## src/rtl/rnta_pkg.sv

```systemverilog
// Shared constants, types and the digit-to-character function for the ASCII converter.
`timescale 1ns / 1ps

package rnta_pkg;

	localparam int ValueW    = 64;
	localparam int DigitW    = 4;
	localparam int DecDigits = 20;
	localparam int HexDigits = 16;
	localparam int BinDigits = 64;
	localparam int BcdW      = DecDigits * DigitW;
	localparam int CntW      = 7;
	localparam int IterW     = 6;
	localparam int CharW     = 8;

	typedef enum logic [1:0] {
		OP_DEC = 2'd0,
		OP_HEX = 2'd1,
		OP_BIN = 2'd2,
		OP_NONE = 2'd3
	} op_t;

	typedef enum logic [1:0] {
		ST_IDLE,
		ST_CONV,
		ST_SKIP,
		ST_EMIT
	} state_t;

	function automatic logic [CharW-1:0] digit_char(input logic [DigitW-1:0] d);
		logic [CharW-1:0] c;
		if (d < DigitW'(10)) begin
			c = 8'h30 + {4'b0, d};
		end else begin
			c = 8'h41 + {4'b0, d} - 8'd10;
		end
		return c;
	endfunction

endpackage

```

## src/rtl/radix_number_to_ascii.sv

```systemverilog
// Top level: radix sequencer, digit shifter and output register.
`timescale 1ns / 1ps
//
// Renders an unsigned 64-bit value as ASCII digits, most significant first.
// Input channel: in_valid/in_ready with value and opcode (0 decimal,
// 1 hex uppercase, 2 binary, 3 dropped with no output).
// Output channel: out_valid/out_ready with ascii_char and last; one
// character per transfer, last marks the final character of the number.
// Steps from one input transfer to the next:
//   decimal: conversion in the shift-add-3 unit, skip of leading zeros,
//            emit of each character, return to idle.
//   hex:     skip of leading zeros, emit of each character, return to idle.
//   binary:  emit of all 64 characters, return to idle.
//   Opcode 3: taken and dropped while idle.
// The emit state writes each character into the output register once it is free.
// in_ready is high only while the sequencer is idle; a new item may be
// taken while the final character still waits in the output register.
// A stalled receiver holds the output register and, in the emit state, freezes the shifter.
// Reset empties the output register and returns the sequencer to idle.

module radix_number_to_ascii (
	input  logic                           clk,
	input  logic                           arst_n,
	input  logic                           in_valid,
	output logic                           in_ready,
	input  logic [rnta_pkg::ValueW-1:0]    value,
	input  logic [1:0]                     opcode,
	output logic                           out_valid,
	input  logic                           out_ready,
	output logic [rnta_pkg::CharW-1:0]     ascii_char,
	output logic                           last
);

	rnta_pkg::state_t              state_q, state_d;
	logic                          bcd_start;
	logic                          bcd_done;
	rnta_pkg::op_t                 op;
	logic [rnta_pkg::BcdW-1:0]     bcd;
	logic [rnta_pkg::BcdW-1:0]     word_q;
	logic [rnta_pkg::CntW-1:0]     cnt_q;
	logic                          bin_q;
	logic                          ov_q;
	logic [rnta_pkg::CharW-1:0]    char_q;
	logic                          last_q;
	logic                          in_xfer;
	logic                          slot_free;
	logic                          skip_more;
	logic [rnta_pkg::DigitW-1:0]   top_digit;

	assign op        = rnta_pkg::op_t'(opcode);
	assign in_xfer   = in_valid && in_ready;
	assign slot_free = !ov_q || out_ready;
	assign top_digit = bin_q ? {3'b000, word_q[rnta_pkg::BcdW-1]}
		: word_q[rnta_pkg::BcdW-1 -: rnta_pkg::DigitW];
	assign skip_more = (cnt_q > rnta_pkg::CntW'(1)) &&
		(word_q[rnta_pkg::BcdW-1 -: rnta_pkg::DigitW] == '0);

	rnta_bcd u_bcd (
		.clk    (clk),
		.arst_n (arst_n),
		.start  (bcd_start),
		.value  (value),
		.done   (bcd_done),
		.bcd    (bcd)
	);

	// next state
	always_comb begin
		state_d = state_q;
		unique case (state_q)
			rnta_pkg::ST_IDLE: begin
				if (in_valid) begin
					unique case (op)
						rnta_pkg::OP_DEC:  state_d = rnta_pkg::ST_CONV;
						rnta_pkg::OP_HEX:  state_d = rnta_pkg::ST_SKIP;
						rnta_pkg::OP_BIN:  state_d = rnta_pkg::ST_EMIT;
						rnta_pkg::OP_NONE: state_d = rnta_pkg::ST_IDLE;
						default:           state_d = rnta_pkg::ST_IDLE;
					endcase
				end
			end
			rnta_pkg::ST_CONV: begin
				if (bcd_done) begin
					state_d = rnta_pkg::ST_SKIP;
				end
			end
			rnta_pkg::ST_SKIP: begin
				if (!skip_more) begin
					state_d = rnta_pkg::ST_EMIT;
				end
			end
			rnta_pkg::ST_EMIT: begin
				if (slot_free && cnt_q == rnta_pkg::CntW'(1)) begin
					state_d = rnta_pkg::ST_IDLE;
				end
			end
			default: state_d = rnta_pkg::ST_IDLE;
		endcase
	end

	// outputs of the sequencer
	always_comb begin
		in_ready  = 1'b0;
		bcd_start = 1'b0;
		unique case (state_q)
			rnta_pkg::ST_IDLE: begin
				in_ready  = 1'b1;
				bcd_start = in_valid && op == rnta_pkg::OP_DEC;
			end
			rnta_pkg::ST_CONV,
			rnta_pkg::ST_SKIP,
			rnta_pkg::ST_EMIT: begin
				in_ready = 1'b0;
			end
			default: in_ready = 1'b0;
		endcase
	end

	always_ff @(posedge clk or negedge arst_n) begin
		if (!arst_n) begin
			state_q <= rnta_pkg::ST_IDLE;
			ov_q    <= 1'b0;
		end else begin
			state_q <= state_d;
			if (state_q == rnta_pkg::ST_EMIT && slot_free) begin
				ov_q <= 1'b1;
			end else if (out_ready) begin
				ov_q <= 1'b0;
			end
		end
	end

	// digit shifter and output payload
	always_ff @(posedge clk) begin
		unique case (state_q)
			rnta_pkg::ST_IDLE: begin
				if (in_xfer) begin
					word_q <= {value, {(rnta_pkg::BcdW - rnta_pkg::ValueW){1'b0}}};
					bin_q  <= (op == rnta_pkg::OP_BIN);
					cnt_q  <= (op == rnta_pkg::OP_BIN) ? rnta_pkg::CntW'(rnta_pkg::BinDigits)
						: rnta_pkg::CntW'(rnta_pkg::HexDigits);
				end
			end
			rnta_pkg::ST_CONV: begin
				if (bcd_done) begin
					word_q <= bcd;
					cnt_q  <= rnta_pkg::CntW'(rnta_pkg::DecDigits);
				end
			end
			rnta_pkg::ST_SKIP: begin
				if (skip_more) begin
					word_q <= {word_q[rnta_pkg::BcdW-rnta_pkg::DigitW-1:0],
						{rnta_pkg::DigitW{1'b0}}};
					cnt_q  <= cnt_q - 1'b1;
				end
			end
			rnta_pkg::ST_EMIT: begin
				if (slot_free) begin
					char_q <= rnta_pkg::digit_char(top_digit);
					last_q <= (cnt_q == rnta_pkg::CntW'(1));
					cnt_q  <= cnt_q - 1'b1;
					if (bin_q) begin
						word_q <= {word_q[rnta_pkg::BcdW-2:0], 1'b0};
					end else begin
						word_q <= {word_q[rnta_pkg::BcdW-rnta_pkg::DigitW-1:0],
							{rnta_pkg::DigitW{1'b0}}};
					end
				end
			end
			default: begin
				cnt_q <= cnt_q;
			end
		endcase
	end

	assign out_valid  = ov_q;
	assign ascii_char = char_q;
	assign last       = last_q;

endmodule

```

## src/rtl/rnta_bcd.sv

```systemverilog
// Iterative binary to BCD converter, one shift-add-3 step per cycle.
`timescale 1ns / 1ps

module rnta_bcd (
	input  logic                          clk,
	input  logic                          arst_n,
	input  logic                          start,
	input  logic [rnta_pkg::ValueW-1:0]   value,
	output logic                          done,
	output logic [rnta_pkg::BcdW-1:0]     bcd
);

	logic                          busy_q;
	logic                          done_q;
	logic [rnta_pkg::IterW-1:0]    iter_q;
	logic [rnta_pkg::ValueW-1:0]   bin_q;
	logic [rnta_pkg::BcdW-1:0]     bcd_q;
	logic [rnta_pkg::BcdW-1:0]     adj;

	always_comb begin
		for (int i = 0; i < rnta_pkg::DecDigits; i++) begin
			if (bcd_q[i*rnta_pkg::DigitW +: rnta_pkg::DigitW] >= rnta_pkg::DigitW'(5)) begin
				adj[i*rnta_pkg::DigitW +: rnta_pkg::DigitW] =
					bcd_q[i*rnta_pkg::DigitW +: rnta_pkg::DigitW] + rnta_pkg::DigitW'(3);
			end else begin
				adj[i*rnta_pkg::DigitW +: rnta_pkg::DigitW] =
					bcd_q[i*rnta_pkg::DigitW +: rnta_pkg::DigitW];
			end
		end
	end

	always_ff @(posedge clk or negedge arst_n) begin
		if (!arst_n) begin
			busy_q <= 1'b0;
			done_q <= 1'b0;
			iter_q <= '0;
		end else begin
			done_q <= 1'b0;
			if (start) begin
				busy_q <= 1'b1;
				iter_q <= '0;
			end else if (busy_q) begin
				iter_q <= iter_q + 1'b1;
				if (iter_q == {rnta_pkg::IterW{1'b1}}) begin
					busy_q <= 1'b0;
					done_q <= 1'b1;
				end
			end
		end
	end

	always_ff @(posedge clk) begin
		if (start) begin
			bin_q <= value;
			bcd_q <= '0;
		end else if (busy_q) begin
			bin_q <= {bin_q[rnta_pkg::ValueW-2:0], 1'b0};
			bcd_q <= {adj[rnta_pkg::BcdW-2:0], bin_q[rnta_pkg::ValueW-1]};
		end
	end

	assign done = done_q;
	assign bcd  = bcd_q;

endmodule

```

## config.mk

```make
export PLATFORM = sky130hd
export DESIGN_NAME = radix_number_to_ascii
export DESIGN_NICKNAME = d
export VERILOG_FILES = /design/src/rtl/rnta_pkg.sv /design/src/rtl/radix_number_to_ascii.sv /design/src/rtl/rnta_bcd.sv
export SDC_FILE = /design/constraint.sdc
export NUM_CORES = 1
export LEC_CHECK = 0
export BUFFER_PORTS_ARGS = -buffer_cell sky130_fd_sc_hd__buf_2
export CAP_MARGIN = 20
export CORE_ASPECT_RATIO = 1.2
export CORE_MARGIN = 2
export CORE_UTILIZATION = 61
export DETAILED_ROUTE_END_ITERATION = 10
export PLACE_DENSITY = 0.8
export SYNTH_ARGS = -nofsm -noshare
export SYNTH_HDL_FRONTEND = slang
export SYNTH_SLANG_ARGS = --single-unit
```

## constraint.sdc

```tcl
create_clock -name clk -period 6.4 [get_ports clk]
set_input_delay 0.32 -clock clk [delete_from_list [all_inputs] [get_ports clk]]
set_output_delay 0.32 -clock clk [all_outputs]
set_load 0.03 [all_outputs]
```

==> qor.yml, run 1 <==
critPathKind: "reg -> reg"
diodes: 0
routedWlPerCell_um: 17.8
crit_chain: "inv_1 > ha_4 > and3_2 > or2_2 > buf_4"
ys_seq_area_frac: 0.521
regToRegStartpoint: "state_q[1]$_DFFE_PN0P_"
slew_headroom: 0.378
finalCriticalPeriod_ns: 3.23
dieArea_um2: 22200
insertion_delay_ns: 0.53
core_area_um2: 20800
path_clk_slew_ns: 0.06
overflow: 0
cts_max_level: 1
synth_area_um2: 12800
tightest_slew_ns: 0.934
utilization: 0.681
synthesis.nets: 1415
ios: 81
yosys_warnings: 0
die_w_um: 136
drv_cap: 0
antenna_left: 0
grt_pass1_wl_mm: 46.5
crit_buf_inv: 2
drive_above_1_share: 0.108
start_kind: "register"
r2r_cells: 5
fill_cells: 1501
period_share: 0.505
fin_worst_skew_ns: 0.0136
synth.distinct_cells: 42
drv_slew: 0
hold_path_class: "in -> reg"
nets: 1449
critPathArrivalTime_ns: 3.40
power.leakage_nw: 5.80
syn_to_final_growth_pct: 10.5
root_buffer: "clkbuf_16"
die_h_um: 163
place_ws_ns: 3.24
reg2reg_slack_ns: 3.17
numClockSinks: 251
io_buffers: 79
fmax_mhz: 310
hold_depth: 3
cts_setup_buffers: 0
syn_avg_cell_area_um2: 9.91
track_usage: 0.259
p_per_area_nw_per_um2: 573
cpMaxStageDelayCell: "ha_4"
via_count: 9880
grt_setup_unrepaired: "no"
synth_cells: 1294
cts_inserted_buffers: 26
final_common_cell: "a21oi_1"
vias_per_cell: 6.11
rows: 58
globalplace.congestion: 0.791
cts_tree: "built"
initial_core_util: 0.616
critPathTopFamily: "simple AND/OR/NAND/NOR gates"
cts_buffer_depth: 3
status: "finished clean"
min_from: "out_ready"
reg2reg_to: "u_bcd.bin_q[56]$_DFFE_PP_"
final.setup.worst_slack_ns: 3.17
setup_viol: 0
drtIter0Drc: 1221
whs_endpoint: "out_valid$_DFFE_PN0P_"
synth-seq-cells: 251
peakVddDrop_mv: 0.453
setup_tns_ns: 0
crit_path_max_fanout: 80
hold_violations: 0
drc: 0
grt_pass1_vias: 9294
hpwl_mm: 17.8
grt_max_degree: 129
final_cell_mix: "a21oi_1, edfxtp_1, inv_1, nand2_1, o21ai_0"
antenna_found_initial: 0
routed_wl_mm: 28.7
drtPass1Iterations: 8
slowest_delay_ns: 0.71
crit_path_end_kind: "register"
crit_required_ns: 6.57
## flip-flops by register name (all words and copies together), names as in the netlist
name and cells:
ascii_char 7, bin_q 1, cnt_q 7, last 1, out_valid 1, state_q 2, u_bcd.bcd 80, u_bcd.bin_q 64
u_bcd.busy_q 1, u_bcd.done 1, u_bcd.iter_q 6, word_q 80
## worst register-to-register path, delay by kind of cell (launching register included)
family | cells | cell delay, ns
buffers and inverters | 2 | 0.71
adder cells (fa/ha/maj) | 1 | 0.71
flip-flops | 1 | 0.44
AND/OR/NAND/NOR | 2 | 0.98
## synthesized netlist by cell type, drive strengths merged
master  number  share of area
a221oi       1         0.0012
nor3         6         0.0027
buf         32          0.013
ha          51          0.050
o211ai      19          0.011
nor2b        1        0.00049
clkbuf      52          0.015
and3         2        0.00098
nand3       40          0.016
o21a         1        0.00059
o21ai      108          0.042
or4          1        0.00088
dfrtp       11          0.021
edfxtp     160           0.37
nor2        52          0.015
o22ai        2        0.00098
a21o        21          0.012
a31oi        1         0.0017
xnor2       45          0.031
mux2i       27          0.021
a22oi        3         0.0018
dfxtp       80           0.12
and2         4         0.0020
o22a         1        0.00068
a221o       64          0.050
xor2         5         0.0034
a211oi       1        0.00059
nand2      114          0.033
a21oi      190          0.074
or3          1        0.00049
conb         1        0.00029
nand2b      60          0.029
o21bai       1        0.00059
nand4        4         0.0020
or2          1        0.00049
inv        119          0.035
a222oi      12         0.0094
## power breakdown
group / switching (mW) / internal (mW) / total, mW / leakage, nW
clock: 0.642 / 0.844 / 1.49 / 0.403
sequential: 0.635 / 2.80 / 3.44 / 2.37
combinational: 1.91 / 1.29 / 3.20 / 3.03
total: 3.19 / 4.94 / 8.12 / 5.80
## worst max path at each step
stage,slack (ns),endpoint,from,cells past startpoint
global placement,3.34,u_bcd.bin_q[61]$_DFFE_PP_,state_q[1]$_DFFE_PN0P_,5
global route,3.02,u_bcd.bin_q[29]$_DFFE_PP_,state_q[1]$_DFFE_PN0P_,5
finish,3.17,u_bcd.bin_q[56]$_DFFE_PP_,state_q[1]$_DFFE_PN0P_,5
CTS,3.21,u_bcd.bin_q[33]$_DFFE_PP_,state_q[1]$_DFFE_PN0P_,5
detailed placement,3.24,u_bcd.bin_q[57]$_DFFE_PP_,state_q[1]$_DFFE_PN0P_,5
floorplan,0.82,cnt_q[0]$_SDFFCE_PP0P_,word_q[78]$_DFFE_PP_,4
## final cells by class
class | instances | area, um2 | share of cell area
Clock buffer | 33 | 728 | 0.0514
Clock inverter | 15 | 105 | 0.00741
Inverter | 119 | 447 | 0.0315
Multi-Input combinational cell | 840 | 5370 | 0.379
Sequential cell | 251 | 6690 | 0.472
Tap cell | 270 | 338 | 0.0238
Timing Repair Buffer | 90 | 500 | 0.0353
## per-stage QoR
stage / cells / hold slack [ns] / cell area (um2) / power (mW)
6_report: 1618 / 0.145 / 14200 / 8.12
5_1_grt: 1618 / 0.163 / 14200 / 8.68
4_1_cts: 1617 / 0.136 / 14100 / 8.11
3_5_place_dp: 1568 / 0.210 / 13300 / 6.58
3_3_place_gp: 1568 / 0.206 / 13300 / 6.41
2_1_floorplan: 1294 / 0.0244 / 12800 / 5.84
## layer usage
layer	part of all wire	vias up	wire length, um	track usage
li1	-	4692	-	-
met1	0.43	4726	12300	0.367
met2	0.47	406	13600	0.413
met3	0.076	56	2170	0.0392
met4	0.022	0	644	0.0748
met5	0	-	0	0
## cells by family after synthesis
family	share of synthesized area
buf+inv	0.0632
compound gates	0.207
xor+xnor	0.0341
fa+ha+maj	0.0497
flops	0.521
simple gates	0.103
other cells	0.000292
mux	0.0211
## repair_timing
action                    4_1_cts  5_1_grt
hold endpoints to repair       11        0
gates resized for setup         0        0
hold buffers                    1        0
No activity file was read; power rests on OpenSTA's default activity.
==> run 2, diff against run 1 <==
==> constraint.sdc (replaced) <==
create_clock -name clk -period 3.2 [get_ports clk]
set_input_delay 0.16 -clock clk [delete_from_list [all_inputs] [get_ports clk]]
set_output_delay 0.16 -clock clk [all_outputs]
set_load 0.03 [all_outputs]
==> run 2 against run 1 <==
Effect of this change:
- register-to-register slack worse by 2.4 ns
- critical path depth unchanged
- first-iteration DRC count down 12%
- power up 100%
==> qor.yml, run 2 (same netlist as run 1, synthesis figures left out) <==
vias_per_cell: 6.11  # +0.11%
initial_core_util: 0.616  # unchanged
stdcell_area_um2: 14300  # +0.56%
critPathKind: "reg -> reg"
globalplace.congestion: 0.847  # +7.1%
cts_inserted_buffers: 25  # -3.8%
power.leakage_nw: 5.83  # +0.51%
fin_hold_ws_ns: 0.00399  # -0.141 ns
final_cell_mix: "a21oi_1, edfxtp_1, inv_1, nand2_1, o21ai_0"
drv_slew: 0  # unchanged
multi_input_area_um2: 5370  # unchanged
hold_path_class: "in -> reg"
root_buffer: "clkbuf_16"
internal_power_mw: 10.0  # +100%
drtPass1Iterations: 6  # -2
finalCriticalPeriod_ns: 2.42  # -0.806 ns
period_share: 0.758  # +0.253
cts_setup_buffers: 0  # unchanged
critPathArrivalTime_ns: 2.58  # -0.82 ns
routedWlPerCell_um: 17.4  # -2.2%
fin_worst_skew_ns: 0.0179  # +0.00427 ns
path_clk_slew_ns: 0.07  # about the same
cts_resized: 0  # unchanged
setup_viol: 0  # unchanged
seq_area_um2: 6690  # unchanged
status: "finished clean"
io_buffers: 79  # unchanged
hpwl_mm: 18.5  # +3.8%
overflow: 0  # unchanged
grt_pass1_wl_mm: 45.7  # -1.8%
crit_path_max_fanout: 87  # +8.8%
rows: 58  # unchanged
via_count: 9921  # +0.41%
post_dp_cell_area_um2: 13400  # +0.71%
slowest_delay_ns: 0.57  # -0.14 ns
tightest_slew_ns: 0.976  # +0.0423 ns
cpMaxStageDelayCell: "or4_4"
drtIter0Drc: 1073  # -12%
power_switching_mw: 6.27  # +97%
slew_headroom: 0.349  # -0.0282
drv_cap: 0  # unchanged
syn_to_final_growth_pct: 11.1
antenna_left: 0  # unchanged
grt_max_degree: 88  # -32%
antenna_found_initial: 0  # unchanged
crit_required_ns: 3.35  # -3.22 ns
insertion_delay_ns: 0.52  # about the same
fill_cells: 1572  # +4.7%
numClockSinks: 251  # unchanged
final_common_cell: "a21oi_1"
start_kind: "register"
diodes: 0  # unchanged
drc: 0  # unchanged
hold_violations: 0  # unchanged
die_w_um: 136  # unchanged
cts_max_level: 1  # unchanged
p_clk_frac: 0.181  # -0.002
ios: 81  # unchanged
p_per_area_nw_per_um2: 1140  # +99%
nets: 1456  # +0.48%
peakVddDrop_mv: 0.797  # +76%
fmax_mhz: 412  # +33%
grt_pass1_vias: 9236  # -0.62%
dieArea_um2: 22200  # unchanged
crit_chain: "or4_4 > a31oi_4 > inv_2 > a221oi_4 > buf_12"
track_usage: 0.253  # -0.00591
seq_power_share: 0.416  # -0.007
switching_share: 0.385  # -0.00682
grt_setup_unrepaired: "no"
cts_tree: "built"
drive_above_1_share: 0.106  # -0.00188
core_area_um2: 20800  # unchanged
crit_path_end_kind: "register"
die_h_um: 163  # unchanged
cts_buffer_depth: 3  # unchanged
comb_power_share: 0.403  # +0.009
routed_wl_mm: 28.2  # -1.8%
## run 2: changes by cell type in the layout (fill, tap and decap cells not counted), sizes merged
cell | previous run | this run
buf | 89 | 94
dlygate4sd3 | 1 | 4
clkinvlp | 5 | 2
clkbuf | 33 | 35
bufinv | 1 | 3
clkinv | 9 | 5
## run 2: final cells by class
type | instances | area share
Sequential cell | 251 | 0.469
Clock buffer | 35 | 0.0479
Inverter | 119 | 0.0313
Clock inverter | 10 | 0.00922
Timing Repair Buffer | 98 | 0.0420
Multi-Input combinational cell | 840 | 0.377
Tap cell | 270 | 0.0237
## run 2: power by group through the flow
stage | registers (mW) | clock network [mW] | logic [mW]
6_report | 6.78 | 2.94 | 6.56
5_1_grt | 6.93 | 3.10 | 7.42
4_1_cts | 6.74 | 2.97 | 6.55
3_5_place_dp | 6.78 | 0 | 6.49
3_3_place_gp | 6.72 | 0 | 6.20
2_1_floorplan | 6.48 | 0 | 5.16
## run 2: path summary, 6_finish.rpt
check	start	to	slack [ns]	depth (start not counted)
max in group asynchronous	arst_n	u_bcd.busy_q$_DFF_PN0_	2.88	2
worst min register to register	u_bcd.bcd[75]$_SDFFE_PP0P_	u_bcd.bcd[75]$_SDFFE_PP0P_	0.51	2
worst max register to register	word_q[79]$_DFFE_PP_	word_q[49]$_DFFE_PP_	0.78	5
worst min-delay path	value[28]	u_bcd.bin_q[28]$_DFFE_PP_	0.004	3
min in group asynchronous	arst_n	u_bcd.done$_DFF_PN0_	0.07	2
worst max-delay path	word_q[79]$_DFFE_PP_	word_q[49]$_DFFE_PP_	0.78	5
## run 2: per-layer routing
| layer | track usage | wire length (um) |
|---|---|---|
| met5 | 0 | 0 |
| met1 | 0.360 | 11900 |
| met2 | 0.410 | 13500 |
| met4 | 0.0535 | 423 |
| met3 | 0.0411 | 2380 |
## run 2: what timing repair did
item,CTS,global route
endpoints found under the setup margin,0,0
hold buffers,4,0
endpoints found under the hold margin,14,0
## run 2: critical path: cells and delay by family (launching register included)
kind / cells / cell delay (ns)
compound gates: 2 / 0.50
buf+inv: 2 / 0.53
flops: 1 / 0.42
simple gates: 1 / 0.57
## run 2: metrics by stage
step                       util  instances  setup TNS, ns  worst slack, ns  power [mW]
after floorplan               -       1294         -54.64           -0.628        11.6
after global placement    0.643       1574              0            0.857        12.9
after detailed placement  0.643       1574              0            0.794        13.3
after CTS                 0.684       1623              0            0.803        16.3
after global routing      0.684       1623              0            0.697        17.5
final                     0.684       1623              0            0.775        16.3
==> run 3, diff against run 2 <==
--- a/config.mk
+++ b/config.mk
@@ -5,6 +5,7 @@
 export SDC_FILE = /design/constraint.sdc
 export NUM_CORES = 1
 export LEC_CHECK = 0
+export ABC_AREA = 1
 export BUFFER_PORTS_ARGS = -buffer_cell sky130_fd_sc_hd__buf_2
 export CAP_MARGIN = 20
 export CORE_ASPECT_RATIO = 1.2
==> constraint.sdc (replaced) <==
create_clock -name clk -period 2.4 [get_ports clk]
set_input_delay 0.12 -clock clk [delete_from_list [all_inputs] [get_ports clk]]
set_output_delay 0.12 -clock clk [all_outputs]
set_load 0.03 [all_outputs]
==> run 3 against run 2 <==
Effect of this change:
- register-to-register slack lost 0.33 ns
- hold slack better by 0.0061 ns
- die area increased by 0.76%
- sequential share of layout area is 2.8 points lower
- critical endpoint is now in_ready
- combinational power is 26% higher
==> qor.yml, run 3 <==
seq_area_um2: 6680  # about the same
p_per_area_nw_per_um2: 1390  # +22%
vias_per_cell: 5.76  # -5.7%
min_from: "value[39]"
numClockSinks: 251  # unchanged
die_w_um: 137  # +0.38%
die_h_um: 163  # +0.38%
grt_max_degree: 77  # -13%
synth.top_cells.by_count: "nand2_1, inv_1, o21ai_0"
place_ws_ns: 0.516  # -0.278 ns
post_dp_cell_area_um2: 13600  # +1.5%
hold_path_class: "in -> reg"
core_area_um2: 20900  # +0.35%
io_buffers: 79  # unchanged
synth-main-ff-cell: "edfxtp_1"
crit_required_ns: 2.28  # -1.07 ns
antenna_left: 0  # unchanged
period_share: 0.853
final_cell_mix: "nand2_1, inv_1, o21ai_0, edfxtp_1, a21oi_1"
track_usage: 0.275  # +0.0220
reg2reg_slack_ns: 0.45  # -0.33 ns
path_clk_slew_ns: 0.06  # about the same
multi_input_area_um2: 5170  # -3.7%
drive_above_1_share: 0.107  # +0.00123
diodes: 0  # unchanged
via_count: 10900  # +9.7%
nets: 1719  # +18%
cts_tree: "built"
final.setup.worst_slack_ns: 0.354  # -0.421 ns
drv_cap: 0  # unchanged
cts_max_level: 1  # unchanged
cts_buffer_depth: 3  # unchanged
yosys.area.top_type: "edfxtp_1"
tightest_slew_ns: 0.528  # -0.448 ns
synth_edf_count: 160  # unchanged
drc: 0  # unchanged
grt_pass1_wl_mm: 50.0  # +9.4%
synthArstFlopShare: 0.0438  # unchanged
synth-seq-cells: 251  # unchanged
insertion_delay_ns: 0.53  # about the same
synth_area_um2: 12900  # +0.78%
synth.distinct_cells: 34  # -19%
fin_worst_skew_ns: 0.0125  # -0.00536 ns
setup_viol: 0  # unchanged
setup_tns_ns: 0  # unchanged
ios: 81  # unchanged
regToRegStartpoint: "state_q[0]$_DFFE_PN0P_"
yosys_warnings: 0  # unchanged
synth_cells: 1483  # +15%
ys_seq_area_frac: 0.517  # -0.00403
critPathKind: "reg -> out"
grt_setup_unrepaired: "no"
final_common_cell: "nand2_1"
dieArea_um2: 22400  # +0.76%
root_buffer: "clkbuf_16"
drtIter0Drc: 989  # -7.8%
drtPass1Iterations: 5  # -1
routedWlPerCell_um: 16.3  # -6.5%
synthesis.nets: 1604  # +13%
cts_inserted_buffers: 26  # +4.0%
globalplace.congestion: 0.827  # -2.3%
stdcell_area_um2: 15100  # +6.2%
fill_cells: 1462  # -7.0%
drv_slew: 0  # unchanged
peakVddDrop_mv: 0.896  # +12%
yosys.area.top_type_share: 0.372  # -0.00290
final_cells: 1888  # +16%
start_kind: "register"
hold_violations: 0  # unchanged
antenna_found_initial: 0  # unchanged
fmax_mhz: 489
startpoint: "state_q[0]$_DFFE_PN0P_"
crit_path_max_fanout: 39  # -55%
status: "finished clean"
whs_endpoint: "u_bcd.bin_q[39]$_DFFE_PP_"
crit_path_end_kind: "output port"
rows: 58  # unchanged
grt_pass1_vias: 10700  # +16%
initial_core_util: 0.619  # +0.00265
numPlacedInstances: 1778  # +13%
slew_headroom: 0.648  # +0.299
hpwl_mm: 19.2  # +4.1%
reg2reg_to: "word_q[42]$_DFFE_PP_"
finalCriticalPeriod_ns: 2.05
power.leakage_nw: 6.61  # +13%
critPathArrivalTime_ns: 1.93  # -0.65 ns
hold_depth: 3  # unchanged
synth_top_cells_by_area: "edfxtp_1, dfxtp_1, nand2_1"
r2r_cells: 7  # +2
cts_setup_buffers: 0  # unchanged
routed_wl_mm: 30.7  # +8.8%
overflow: 0  # unchanged
syn_avg_cell_area_um2: 8.72  # -12%
syn_to_final_growth_pct: 17.1
synth.most_common_cell: "nand2_1"
==> run 3: changes by cell type after synthesis, sizes merged, moves of 29 or more <==
cell	previous run	this run
a22oi	3	66
xnor2	45	0
nand2b	60	0
nor2	52	23
a221o	64	0
nand2	114	326
o21ai	108	231
inv	119	203
a21oi	190	97
==> run 3: power by group <==
group	internal (mW)	switching [mW]	leakage, nW	total (mW)
Clock	2.65	1.70	0.452	4.35
Sequential	7.36	1.10	2.44	8.47
Combinational	2.82	5.45	3.71	8.27
==> run 3: cells by family after synthesis <==
logic type | Yosys count | share of synthesized area
XOR/XNOR | 22 | 0.0149
other | 1 | 0.000290
AO/OA/AOI/OAI | 445 | 0.193
AND/OR/NAND/NOR | 436 | 0.138
adder cells (fa/ha/maj) | 51 | 0.0494
flip-flops | 251 | 0.517
buffers and inverters | 277 | 0.0872
==> run 3: worst max-delay path, stage by stage, from the launching register on <==
cell and delay, ns:
dfrtp_1 0.42, inv_1 0.14, ha_4 0.17, buf_4 0.38, buf_2 0.28
==> run 3: area by class of cell <==
class                   instances  share of cell area
clock buffers                  32              0.0472
clock inverters                16              0.0137
well taps                     270              0.0223
repair buffers                161              0.0836
inverters                     203              0.0503
flip-flops and latches        251               0.441
multi-input cells             955               0.342
==> run 3: worst max path at each step <==
stage	end	slack [ns]
after global placement	u_bcd.bin_q[32]$_DFFE_PP_	0.58
after floorplan	cnt_q[0]$_SDFFCE_PP0P_	-0.43
after CTS	in_ready	0.36
after detailed placement	word_q[38]$_DFFE_PP_	0.52
final	in_ready	0.35
after global routing	in_ready	0.26
==> run 3: repair_timing <==
item,in CTS,in global routing
gates resized for setup,0,0
hold buffers,62,0
endpoints found under the hold margin,86,0
setup endpoints to repair,0,0
==> run 3: metrics by stage <==
step	hold WS (ns)	power (mW)	util
2_1_floorplan	-0.176	14.2	-
3_3_place_gp	0.0145	16.1	0.651
3_5_place_dp	0.0159	16.6	0.651
4_1_cts	0.000450	21.1	0.724
5_1_grt	0.00968	22.5	0.724
6_report	0.0101	21.1	0.724
==> run 3: metal layers <==
layer,global-route usage,share of wire
met2,0.492,0.51
met4,0.0933,0.025
met3,0.0338,0.060
met1,0.341,0.41
met5,0,0
